### src/hdl/ptpbms_pkg.sv
// Types, constants and register indexes of the best master selection block
package ptpbms_pkg;

   localparam int REQ_DATA_W = 280;
   localparam int RSP_DATA_W = 248;
   localparam int RSP_PAD_W  = 7;
   localparam int CSR_ADDR_W = 1;
   localparam int CSR_DATA_W = 8;

   localparam logic [CSR_ADDR_W-1:0] CSR_SLAVE_MODE = 1'd0;
   localparam logic [CSR_ADDR_W-1:0] CSR_THRESHOLD  = 1'd1;

   localparam logic       SLAVE_MODE_RST = 1'b1;
   localparam logic [7:0] THRESHOLD_RST  = 8'd10;

   localparam logic [15:0] STEPS_MAX = 16'hFFFF;

   // Bit positions in the second flag octet of an announce
   localparam int FLAG_LEAP61     = 0;
   localparam int FLAG_LEAP59     = 1;
   localparam int FLAG_UTC_VALID  = 2;
   localparam int FLAG_PTP_SCALE  = 3;
   localparam int FLAG_TIME_TRACE = 4;
   localparam int FLAG_FREQ_TRACE = 5;

   // Announce as carried on req_tdata, first member in the highest bits
   typedef struct packed {
      logic [47:0]        master_address;
      logic signed [15:0] utc_offset;
      logic [7:0]         flag_octet;
      logic [15:0]        sender_port;
      logic [63:0]        sender_identity;
      logic [15:0]        hops_removed;
      logic [7:0]         gm_priority2;
      logic [15:0]        gm_log_variance;
      logic [7:0]         gm_clock_accuracy;
      logic [7:0]         gm_clock_class;
      logic [7:0]         gm_priority1;
      logic [63:0]        gm_identity;
   } announce_type;

   // Stored best record used for ranking
   typedef struct packed {
      logic [63:0] gm_identity;
      logic [7:0]  priority1;
      logic [7:0]  clock_class;
      logic [7:0]  accuracy;
      logic [15:0] variance;
      logic [7:0]  priority2;
      logic [15:0] hops;
      logic [63:0] sender_identity;
      logic [15:0] sender_port;
   } best_type;

   typedef struct packed {
      logic       slave_mode;
      logic [7:0] switch_threshold;
   } cfg_type;

   // Result as carried on rsp_tdata, first member in the highest bits
   typedef struct packed {
      logic [RSP_PAD_W-1:0] pad;
      logic                 no_master_yet;
      logic [4:0]           time_flags;
      logic                 utc_valid;
      logic signed [15:0]   utc_offset_out;
      logic [63:0]          grandmaster_id_out;
      logic [15:0]          parent_port;
      logic [63:0]          parent_identity;
      logic [15:0]          steps_out;
      logic [47:0]          best_address;
      logic [7:0]           pending_count;
      logic                 candidate_better;
      logic                 adopted;
   } result_type;

endpackage

### src/hdl/ptp_best_master_select.sv
// Best master selection: PTP announces in, selection result per announce out
//
// req_ channel: one received announce per transfer, fields packed in req_tdata.
// rsp_ channel: exactly one result per announce, in order, packed in rsp_tdata.
// csr_ port: write slave_mode (index 0) and switch_threshold (index 1) while idle.
// An accepted announce sits in the input register, is ranked against the
// stored best record, and the edge that moves it on updates the record and
// loads the result register together; rsp_tvalid comes from that register.
// Throughput is one announce per cycle while the rsp_ side takes results;
// the record update is a single pass of comparison logic, so each announce
// sees the record left by the one before. A stalled rsp_ side holds its
// result; the input register still takes one more announce, then req_tready
// drops until the result is taken. Reset clears the record (no master yet),
// the switch counter and the valid flags of both channel registers, and
// restores slave_mode to 1 and switch_threshold to 10.
module ptp_best_master_select
   import ptpbms_pkg::*;
(
   input  logic                  clock,
   input  logic                  reset,
   // gm_identity, gm_priority1, gm_clock_class, gm_clock_accuracy,
   // gm_log_variance, gm_priority2, hops_removed, sender_identity,
   // sender_port, flag_octet, utc_offset, master_address
   input  logic [REQ_DATA_W-1:0] req_tdata,
   input  logic                  req_tvalid,
   output logic                  req_tready,
   // adopted, candidate_better, pending_count, best_address, steps_out,
   // parent_identity, parent_port, grandmaster_id_out, utc_offset_out,
   // utc_valid, time_flags, no_master_yet, zero fill
   output logic [RSP_DATA_W-1:0] rsp_tdata,
   output logic                  rsp_tvalid,
   input  logic                  rsp_tready,
   input  logic                  csr_we,
   input  logic [CSR_ADDR_W-1:0] csr_addr,
   input  logic [CSR_DATA_W-1:0] csr_wdata
);

   cfg_type      cfg_ff;
   logic         s1_valid_ff, s1_valid_in;
   announce_type s1_data_ff;
   logic         rsp_valid_ff, rsp_valid_in;
   result_type   rsp_data_ff;
   result_type   result;
   logic         advance;
   logic         req_fire;

   assign advance    = s1_valid_ff && (!rsp_valid_ff || rsp_tready);
   assign req_tready = !s1_valid_ff || advance;
   assign req_fire   = req_tvalid && req_tready;

   always_comb begin
      s1_valid_in = s1_valid_ff;
      if (req_fire) begin
         s1_valid_in = 1'b1;
      end else if (advance) begin
         s1_valid_in = 1'b0;
      end
      rsp_valid_in = rsp_valid_ff;
      if (advance) begin
         rsp_valid_in = 1'b1;
      end else if (rsp_tready) begin
         rsp_valid_in = 1'b0;
      end
   end

   always_ff @(posedge clock) begin
      if (reset) begin
         cfg_ff.slave_mode       <= SLAVE_MODE_RST;
         cfg_ff.switch_threshold <= THRESHOLD_RST;
      end else if (csr_we) begin
         if (csr_addr == CSR_SLAVE_MODE) begin
            cfg_ff.slave_mode <= csr_wdata[0];
         end else if (csr_addr == CSR_THRESHOLD) begin
            cfg_ff.switch_threshold <= csr_wdata;
         end
      end
   end

   always_ff @(posedge clock) begin
      if (reset) begin
         s1_valid_ff  <= 1'b0;
         rsp_valid_ff <= 1'b0;
      end else begin
         s1_valid_ff  <= s1_valid_in;
         rsp_valid_ff <= rsp_valid_in;
      end
   end

   always_ff @(posedge clock) begin
      if (req_fire) begin
         s1_data_ff <= announce_type'(req_tdata);
      end
      if (advance) begin
         rsp_data_ff <= result;
      end
   end

   ptpbms_dataset u_dataset (
      .clock  (clock),
      .reset  (reset),
      .step   (advance),
      .cand   (s1_data_ff),
      .cfg    (cfg_ff),
      .result (result)
   );

   assign rsp_tvalid = rsp_valid_ff;
   assign rsp_tdata  = RSP_DATA_W'(rsp_data_ff);

endmodule

### src/hdl/ptpbms_rank.sv
// Dataset comparison of a received announce against the stored best record
module ptpbms_rank
   import ptpbms_pkg::*;
(
   input  announce_type cand,
   input  best_type     best,
   output logic         cand_better
);

   logic [111:0] cand_key;
   logic [111:0] best_key;
   logic [16:0]  hops_a;
   logic [16:0]  hops_b;
   logic         same_gm;
   logic         sid_less;
   logic         sid_equal;

   assign cand_key = {cand.gm_priority1, cand.gm_clock_class, cand.gm_clock_accuracy,
                      cand.gm_log_variance, cand.gm_priority2, cand.gm_identity};
   assign best_key = {best.priority1, best.clock_class, best.accuracy,
                      best.variance, best.priority2, best.gm_identity};

   assign hops_a    = {1'b0, cand.hops_removed};
   assign hops_b    = {1'b0, best.hops};
   assign same_gm   = (cand.gm_identity == best.gm_identity);
   assign sid_less  = (cand.sender_identity < best.sender_identity);
   assign sid_equal = (cand.sender_identity == best.sender_identity);

   always_comb begin
      priority if (!same_gm) begin
         cand_better = (cand_key < best_key);
      end else if (hops_a > hops_b + 17'd1) begin
         cand_better = 1'b0;
      end else if (hops_a + 17'd1 < hops_b) begin
         cand_better = 1'b1;
      end else if (hops_a > hops_b) begin
         // one step further away: ranked on sender against the parent
         cand_better = sid_less;
      end else if (hops_a < hops_b) begin
         // one step closer: parent compared with itself, never better
         cand_better = 1'b0;
      end else begin
         cand_better = sid_less || (sid_equal && (cand.sender_port < best.sender_port));
      end
   end

endmodule

### src/hdl/ptpbms_dataset.sv
// Best master record, switch counter and held parent and time properties
module ptpbms_dataset
   import ptpbms_pkg::*;
(
   input  logic         clock,
   input  logic         reset,
   input  logic         step,
   input  announce_type cand,
   input  cfg_type      cfg,
   output result_type   result
);

   logic        empty_ff, empty_in;
   best_type    best_ff, best_in;
   logic [7:0]  count_ff, count_in;
   logic [47:0] addr_ff, addr_in;
   logic [15:0] steps_ff, steps_in;
   logic [15:0] utc_ff, utc_in;
   logic        utc_valid_ff, utc_valid_in;
   logic [4:0]  tflags_ff, tflags_in;

   logic        rank_better;
   logic        better;
   logic        adopt;
   logic [7:0]  count_inc;
   logic [7:0]  fl;

   ptpbms_rank u_rank (
      .cand        (cand),
      .best        (best_ff),
      .cand_better (rank_better)
   );

   assign fl        = cand.flag_octet;
   assign better    = !empty_ff && rank_better;
   assign count_inc = count_ff + 8'd1;
   assign adopt     = empty_ff || (better && (count_inc >= cfg.switch_threshold));

   always_comb begin
      empty_in     = empty_ff;
      best_in      = best_ff;
      addr_in      = addr_ff;
      steps_in     = steps_ff;
      utc_in       = utc_ff;
      utc_valid_in = utc_valid_ff;
      tflags_in    = tflags_ff;
      count_in     = better ? count_inc : 8'd0;
      if (adopt) begin
         empty_in                = 1'b0;
         count_in                = 8'd0;
         best_in.gm_identity     = cand.gm_identity;
         best_in.priority1       = cand.gm_priority1;
         best_in.clock_class     = cand.gm_clock_class;
         best_in.accuracy        = cand.gm_clock_accuracy;
         best_in.variance        = cand.gm_log_variance;
         best_in.priority2       = cand.gm_priority2;
         best_in.hops            = cand.hops_removed;
         best_in.sender_identity = cand.sender_identity;
         best_in.sender_port     = cand.sender_port;
         addr_in                 = cand.master_address;
         steps_in = (cand.hops_removed == STEPS_MAX) ? STEPS_MAX
                                                     : cand.hops_removed + 16'd1;
         utc_in       = cand.utc_offset;
         utc_valid_in = fl[FLAG_UTC_VALID];
         // leap, timescale and traceability flags follow the master only in slave mode
         if (cfg.slave_mode) begin
            tflags_in = {fl[FLAG_PTP_SCALE], fl[FLAG_FREQ_TRACE], fl[FLAG_TIME_TRACE],
                         fl[FLAG_LEAP61], fl[FLAG_LEAP59]};
         end
      end
   end

   always_ff @(posedge clock) begin
      if (reset) begin
         empty_ff     <= 1'b1;
         best_ff      <= '0;
         count_ff     <= '0;
         addr_ff      <= '0;
         steps_ff     <= '0;
         utc_ff       <= '0;
         utc_valid_ff <= 1'b0;
         tflags_ff    <= '0;
      end else if (step) begin
         empty_ff     <= empty_in;
         best_ff      <= best_in;
         count_ff     <= count_in;
         addr_ff      <= addr_in;
         steps_ff     <= steps_in;
         utc_ff       <= utc_in;
         utc_valid_ff <= utc_valid_in;
         tflags_ff    <= tflags_in;
      end
   end

   always_comb begin
      result                    = '0;
      result.adopted            = adopt;
      result.candidate_better   = better;
      result.pending_count      = count_in;
      result.best_address       = addr_in;
      result.steps_out          = steps_in;
      result.parent_identity    = best_in.sender_identity;
      result.parent_port        = best_in.sender_port;
      result.grandmaster_id_out = best_in.gm_identity;
      result.utc_offset_out     = utc_in;
      result.utc_valid          = utc_valid_in;
      result.time_flags         = tflags_in;
      result.no_master_yet      = empty_in;
   end

endmodule

### config.mk
export PLATFORM = sky130hd
export DESIGN_NAME = ptp_best_master_select
export DESIGN_NICKNAME = d
export VERILOG_FILES = /design/src/hdl/ptpbms_pkg.sv /design/src/hdl/ptp_best_master_select.sv /design/src/hdl/ptpbms_rank.sv /design/src/hdl/ptpbms_dataset.sv
export SDC_FILE = /design/constraint.sdc
export NUM_CORES = 2
export LEC_CHECK = 0
export BUFFER_PORTS_ARGS = -buffer_cell sky130_fd_sc_hd__clkbuf_2
export CAP_MARGIN = 20
export CORE_UTILIZATION = 52
export DETAILED_ROUTE_END_ITERATION = 8
export PLACE_DENSITY = 0.76
export SLEW_MARGIN = 20
export SYNTH_ARGS = -nofsm -noshare
export SYNTH_HDL_FRONTEND = slang
export SYNTH_SLANG_ARGS = --single-unit
### constraint.sdc
create_clock -name clock -period 8.7 [get_ports clock]
set_input_delay 1.74 -clock clock [delete_from_list [all_inputs] [get_ports clock]]
set_output_delay 1.74 -clock clock [all_outputs]
set_load 0.02 [all_outputs]
Word level (Yosys, flattened, before mapping)
Cells that the tools add are included.

storage, ports and cells
  flip-flop bits (word level) = 833
  input port bits = 294

cells by class
  add/sub/neg operators = 4
  magnitude comparators = 8
  equal/unequal tests = 3
  multiplexer cells = 20
  bitwise operators = 1
  reduce and logical (&&, ||, !) cells = 17

operators by type and width
  kind                                           count
  two-way mux 208 bit                            1
  == test 64 bit                                 2
  less-than comparator 112 bit                   1
  less-than comparator 64 bit                    1
  two-way mux 16 bit                             3
  two-way mux 48 bit                             1
  adder 16 x 1 -> 17 bit, second input constant  2
  less-than comparator 16 bit                    2
  > comparator 16 x 17 -> 1 bit                  1
  less-than comparator 17 x 16 -> 1 bit          1
  adder 16 x 1 -> 16 bit, second input constant  1
  == test 16 bit, second input constant          1
  > comparator 16 bit                            1
  two-way mux 8 bit                              2
  two-way mux 1 bit                              11
  two-way mux 5 bit                              2
  adder 8 x 1 -> 8 bit, second input constant    1
  >= comparator 8 bit                            1
  AND reduction 2 bit                            3
  logical AND 1 bit                              5
  logical OR 1 bit                               4
  nonzero test 2 bit                             2
  logical NOT 1 bit                              3
  inverter 1 bit                                 1

Longest topological paths before layout
  depth after elaboration = 12
  depth in mapped cells = 20
  gate-level depth less buffers = 17

Hierarchy
From an unflattened synthesis, not the netlist that was laid out.

second synthesis, totals
  cells, all modules = 3164
  area total of the unflattened synthesis = 36755.3 um^2

modules (own cells, without submodules)
  module                  times used  cells an instance  area each (um^2)
  ptp_best_master_select  1           577                16335.7
  ptpbms_dataset          1           1697               13938.4
  ptpbms_rank             1           890                6481.2

Worst setup path before layout
Ideal clock, no wire load.

  path type = in2reg
  from = input rsp_tready
  to = register s1_data_ff[0] (netlist name) (enable)
  arrival time = 8.341 ns
  slack = -0.316 ns
  stages on the path = 3
  cell sequence = nor2b_1 -> nand2_1 -> and2_1

on the way
  longest elaborated chain between the ends = 4

ends and longest elaborated chain
  what                    line                          RTL
  start: declaration      ptp_best_master_select.sv:32  input logic rsp_tready,
  logical OR 1 bit        ptp_best_master_select.sv:47  assign advance = s1_valid_ff && (!rsp_valid_ff || rsp_tready);
  logical AND 1 bit       ptp_best_master_select.sv:47
  logical OR 1 bit        ptp_best_master_select.sv:48  assign req_tready = !s1_valid_ff || advance;
  via req_tready          ptp_best_master_select.sv:26  output logic req_tready,
  logical AND 1 bit       ptp_best_master_select.sv:49  assign req_fire = req_tvalid && req_tready;
  via req_fire            ptp_best_master_select.sv:45  logic req_fire;
  end signal: assignment  ptp_best_master_select.sv:91  s1_data_ff <= announce_type'(req_tdata);
  end: declaration        ptp_best_master_select.sv:40  announce_type s1_data_ff;

The timed path passes the listed nets, and every way through them passes these cells.
A chain may end at the register's enable or synchronous reset.

Final worst setup path
  from = register s1_data_ff[114] (netlist name)
  to = register u_dataset.best_ff[53] (netlist name)

on the way
  longest elaborated chain between the ends = 10
  elaborated cells on any way between the ends = 14
  classes of those cells = add/sub (1); order compare (4); mux (6); reduce/logical (3)

ends and longest elaborated chain
  what                                                                            line                  RTL
  parallel branches: the longest is 4 deep, another holds adder 16 x 1 -> 17 bit  --
  two-way mux 1 bit (*)                                                           ptpbms_rank.sv:32     end else if (hops_a > hops_b + 17'd1) begin
  two-way mux 1 bit (*)                                                           ptpbms_rank.sv:30     priority if (!same_gm) begin
  logical AND 1 bit (*)                                                           ptpbms_dataset.sv:35  assign better = !empty_ff && rank_better;
  logical AND 1 bit (*)                                                           ptpbms_dataset.sv:37  assign adopt = empty_ff || (better && (count_inc >= cfg.switch_threshold));
  logical OR 1 bit (*)                                                            ptpbms_dataset.sv:37
  two-way mux 208 bit (*)                                                         ptpbms_dataset.sv:48  if (adopt) begin
  end signal: assignment                                                          ptpbms_dataset.sv:85  best_ff <= best_in;
  end: declaration                                                                ptpbms_dataset.sv:14  best_type best_ff, best_in;

Every way passes the cells marked *.

==> run_results.csv <==
group,metric,value,unit
timing,slew_headroom,17.8,%
global_routing,antenna_found_initial,16,
synth,synthTopCellsByArea,"edfxtp_1, dfxtp_1, mux2_4",
synth,synth_most_common_cell,"edfxtp_1",
placed_design,portBuffers,534,
clocking,cts_hold_buf,0,
worst_setup_path,max_stage_delay,630,ps
hold_path,hold_start,"cfg_ff[6]",
clocking,worstSkewPairLatency,630,ps
clocking,post_cts_buffers,0,
hold_path,worst_hold_path.endpoint,"cfg_ff[6]",
global_routing,grt_pass1_vias,22554,
pwr,powerDensity,213,nW/um^2
pwr,net-switching-power,2.22,mW
drt,drt_iter0_drc,1214,
run,maxCapViolations,0,
clocking,cts_tree,"built",
worst_setup_path,r2r-start,"s1_data_ff[114]",
pwr,switching_share,23.9,%
die,rows,98,
timing,period_needed,5490,ps
die,dieWidth,271,um
worst_setup_path,path_cells,"and4_1 -> nand2_1 -> nor2_1 -> xor2_1 -> ha_1 -> and4_1 -> nand2_1 -> a21oi_1 -> o21ai_0 -> o2111a_1 -> a211oi_2 -> o41ai_2 -> a31oi_4 -> buf_4 -> buf_12 -> mux2i_1 -> nor2_1",
layout,multi_input_area,13900,sq um
timing,worst_pin_slew,1230,ps
layout,fillers,5440,
worst_setup_path,critical_path_class,"flip-flop to flip-flop",
worst_setup_path,worstPathMaxFanout,120,
placed_design,post_dp_cell_area,40700,sq um
synth,syn_area_per_cell,13.4,sq um
synth,synth.distinct_cells,67,
layout,final_cell_area,43600,sq um
clocking,postCtsResizedCells,0,
layout,nNetsFinal,3881,
hold_path,whs_path_depth,2,
clocking,clk_path_buf_depth,3,
drt,ant_nets,0,
synth,synth-async-reset-ratio,0,%
clocking,cts_buffers,86,
layout,seq_area,21900,sq um
global_routing,overflow,0,
pwr,p_int,7.08,mW
worst_setup_path,cp-start-kind,"flip-flop",
worst_setup_path,slowest_stage,"buf_4",
synth,syn_area,37600,sq um
timing,skew,29.4,ps
worst_setup_path,worst-endpoint-required,9170,ps
clocking,path_clk_slew,60,ps
hold_path,hold_class,"flip-flop to flip-flop",
synth,ys_seq_elements,833,
clocking,cts_sinks,833,
status,status,"completed",
pwr,power_frac_comb,10.9,%
die,die-area,73400,sq um
pwr,clkPwrFrac,39.9,%
drt,vias,22777,
die,start_util,52.6,%
worst_setup_path,critPathCaptureType,"flip-flop",
layout,fin_cells,4366,
timing,maxSlewViolCount,0,
worst_setup_path,r2r_cells,17,
placed_design,dp_hpwl,53500,um
synth,yosysTopAreaCellShare,41.4,%
drt,wirelength,80200,um
pwr,seq_power_share,49.2,%
worst_setup_path,ff2ff_setup_slack,3210,ps
global_routing,grt_start_max_net_pins,154,
timing,setup_viol_count_final,0,
synth,synth_top_area_cell,"edfxtp_1",
clocking,htree_num_levels,3,
synth,yosysWarnings,0,
timing,max_freq,182,MHz
synth,ys.flop_type,"edfxtp_1",
pwr,p_leak,19.1,nW
timing,setup_tns,0,ps
layout,drive_above_1_share,27.1,%
pwr,ir_drop,0.164,mV
drt,avgRoutedWirePerCell,18.4,um
synth,synth_edf_count,519,
die,ioPinCount,544,
global_routing,grt_usage,21.3,%
worst_setup_path,cp.arrival,5950,ps
drt,drc_errors,0,
drt,viasPerCell,5.22,
clocking,clockRootBuffer,"clkbuf_16",
synth,ys_top_cells_by_count,"edfxtp_1, nor2_1, dfxtp_1",
timing,finalCritPeriodShare,63.1,%
die,die_h,271,um
drt,firstDrtPassIters,5,
worst_setup_path,r2r_end,"u_dataset.best_ff[53]",
timing,rsz0062_at_grt,"no",
synth,synth-seq-area-share,58.2,%
placed_design,place_congestion,0.818,
placed_design,numPlacedInstances,4199,
timing,hold_viol_final,0,
layout,syn_to_final_growth,15.9,%
die,coreArea,71500,sq um
global_routing,grt_pass1_wl,123000,um
synth,postSynthCellCount,2798,
area by class of cell:
cell class | count | area share, %
sequential | 833 | 50.2
multi-input combinational | 1644 | 32.0
timing repair buffer | 548 | 6.57
clock buffer | 110 | 5.28
tap | 950 | 2.73
inverter | 224 | 1.95
clock inverter | 50 | 1.28
antenna | 7 | 0.0402
registers in the layout, summed over array words and instances, names as in the netlist:
name / cells
u_dataset.tflags_ff: 5
rsp_tdata: 241
rsp_tvalid: 1
u_dataset.best_ff: 208
s1_data_ff: 278
s1_valid_ff: 1
u_dataset.utc_valid_ff: 1
u_dataset.steps_ff: 16
u_dataset.utc_ff: 16
u_dataset.count_ff: 8
u_dataset.addr_ff: 48
cfg_ff: 9
u_dataset.empty_ff: 1
how the worst max path moves through the flow:
stage                         start               endpoint  slack [ps]
CTS                 s1_data_ff[125]  u_dataset.best_ff[49]        3280
finish              s1_data_ff[114]  u_dataset.best_ff[53]        3210
floorplan                rsp_tready  u_dataset.best_ff[87]         500
global route        s1_data_ff[114]  u_dataset.best_ff[26]        2870
detailed placement  s1_data_ff[114]  u_dataset.best_ff[26]        3350
global placement    s1_data_ff[114]  u_dataset.best_ff[72]        3350
per-layer routing:
layer  GRT usage (%)  vias up  share of wire [%]
li1                -    11087                  -
met1            26.5    11040                 42
met2            36.7      515                 50
met3            5.19      121                6.2
met4            6.21       14                2.0
met5               0        -               0.11
layout by cell type (no fill, tap or decap), types with 9 or more instances in the layout:
| cell type | synthesis | routed |
|---|---|---|
| a21o_1 | 43 | 43 |
| a21oi_1 | 88 | 88 |
| and2_1 | 13 | 12 |
| bufinv_16 | 0 | 9 |
| clkbuf_1 | 39 | 18 |
| clkbuf_16 | 0 | 86 |
| clkbuf_2 | 0 | 533 |
| clkinv_1 | 0 | 11 |
| clkinv_2 | 0 | 17 |
| dfxtp_1 | 314 | 314 |
| edfxtp_1 | 519 | 519 |
| ha_1 | 250 | 250 |
| inv_1 | 224 | 223 |
| mux2_2 | 13 | 13 |
| mux2_4 | 215 | 215 |
| mux2i_1 | 278 | 278 |
| nand2_1 | 87 | 87 |
| nand2b_1 | 30 | 30 |
| nand3_1 | 35 | 35 |
| nand4_1 | 43 | 43 |
| nor2_1 | 323 | 323 |
| nor2b_1 | 23 | 23 |
| nor3_1 | 26 | 26 |
| nor4_1 | 13 | 12 |
| o21ai_0 | 34 | 34 |
| xnor2_1 | 26 | 26 |
critical path, delay by kind of cell, from the launching register on:
| kind | cells | cell delay (ps) |
|---|---|---|
| flip-flops | 1 | 540 |
| buffers and inverters | 2 | 1180 |
| multiplexers | 1 | 290 |
| adder cells (fa/ha/maj) | 1 | 310 |
| XOR/XNOR | 1 | 140 |
| AND/OR/NAND/NOR | 6 | 1050 |
| AO/OA/AOI/OAI | 6 | 1380 |
stage by stage:
stage               total power [mW]  utilization [%]  worst slack, ps  hold WS (ps)
global route                    9.66             61.0             2870           476
global placement                5.64             56.9             3350           445
floorplan                       5.41                -              497           436
detailed placement              5.67             56.9             3350           448
finish                          9.30             61.0             3210           456
CTS                             9.39             60.9             3280           456
cell families after synthesis:
kind of cell	share of synthesized area, %
flops	58.2
simple gates	7.69
mux	16.4
buf+inv	4.91
fa+ha+maj	8.32
compound gates	3.80
xor+xnor	0.745
other cells	0.00997
power by group through the flow:
stage | combinational, mW | sequential, mW | clock [mW]
global placement | 0.994 | 4.65 | 0
global route | 1.12 | 4.60 | 3.94
finish | 1.02 | 4.58 | 3.71
CTS | 1.02 | 4.58 | 3.79
floorplan | 0.688 | 4.72 | 0
detailed placement | 1.02 | 4.66 | 0
Power figures use the tool's default switching activity.
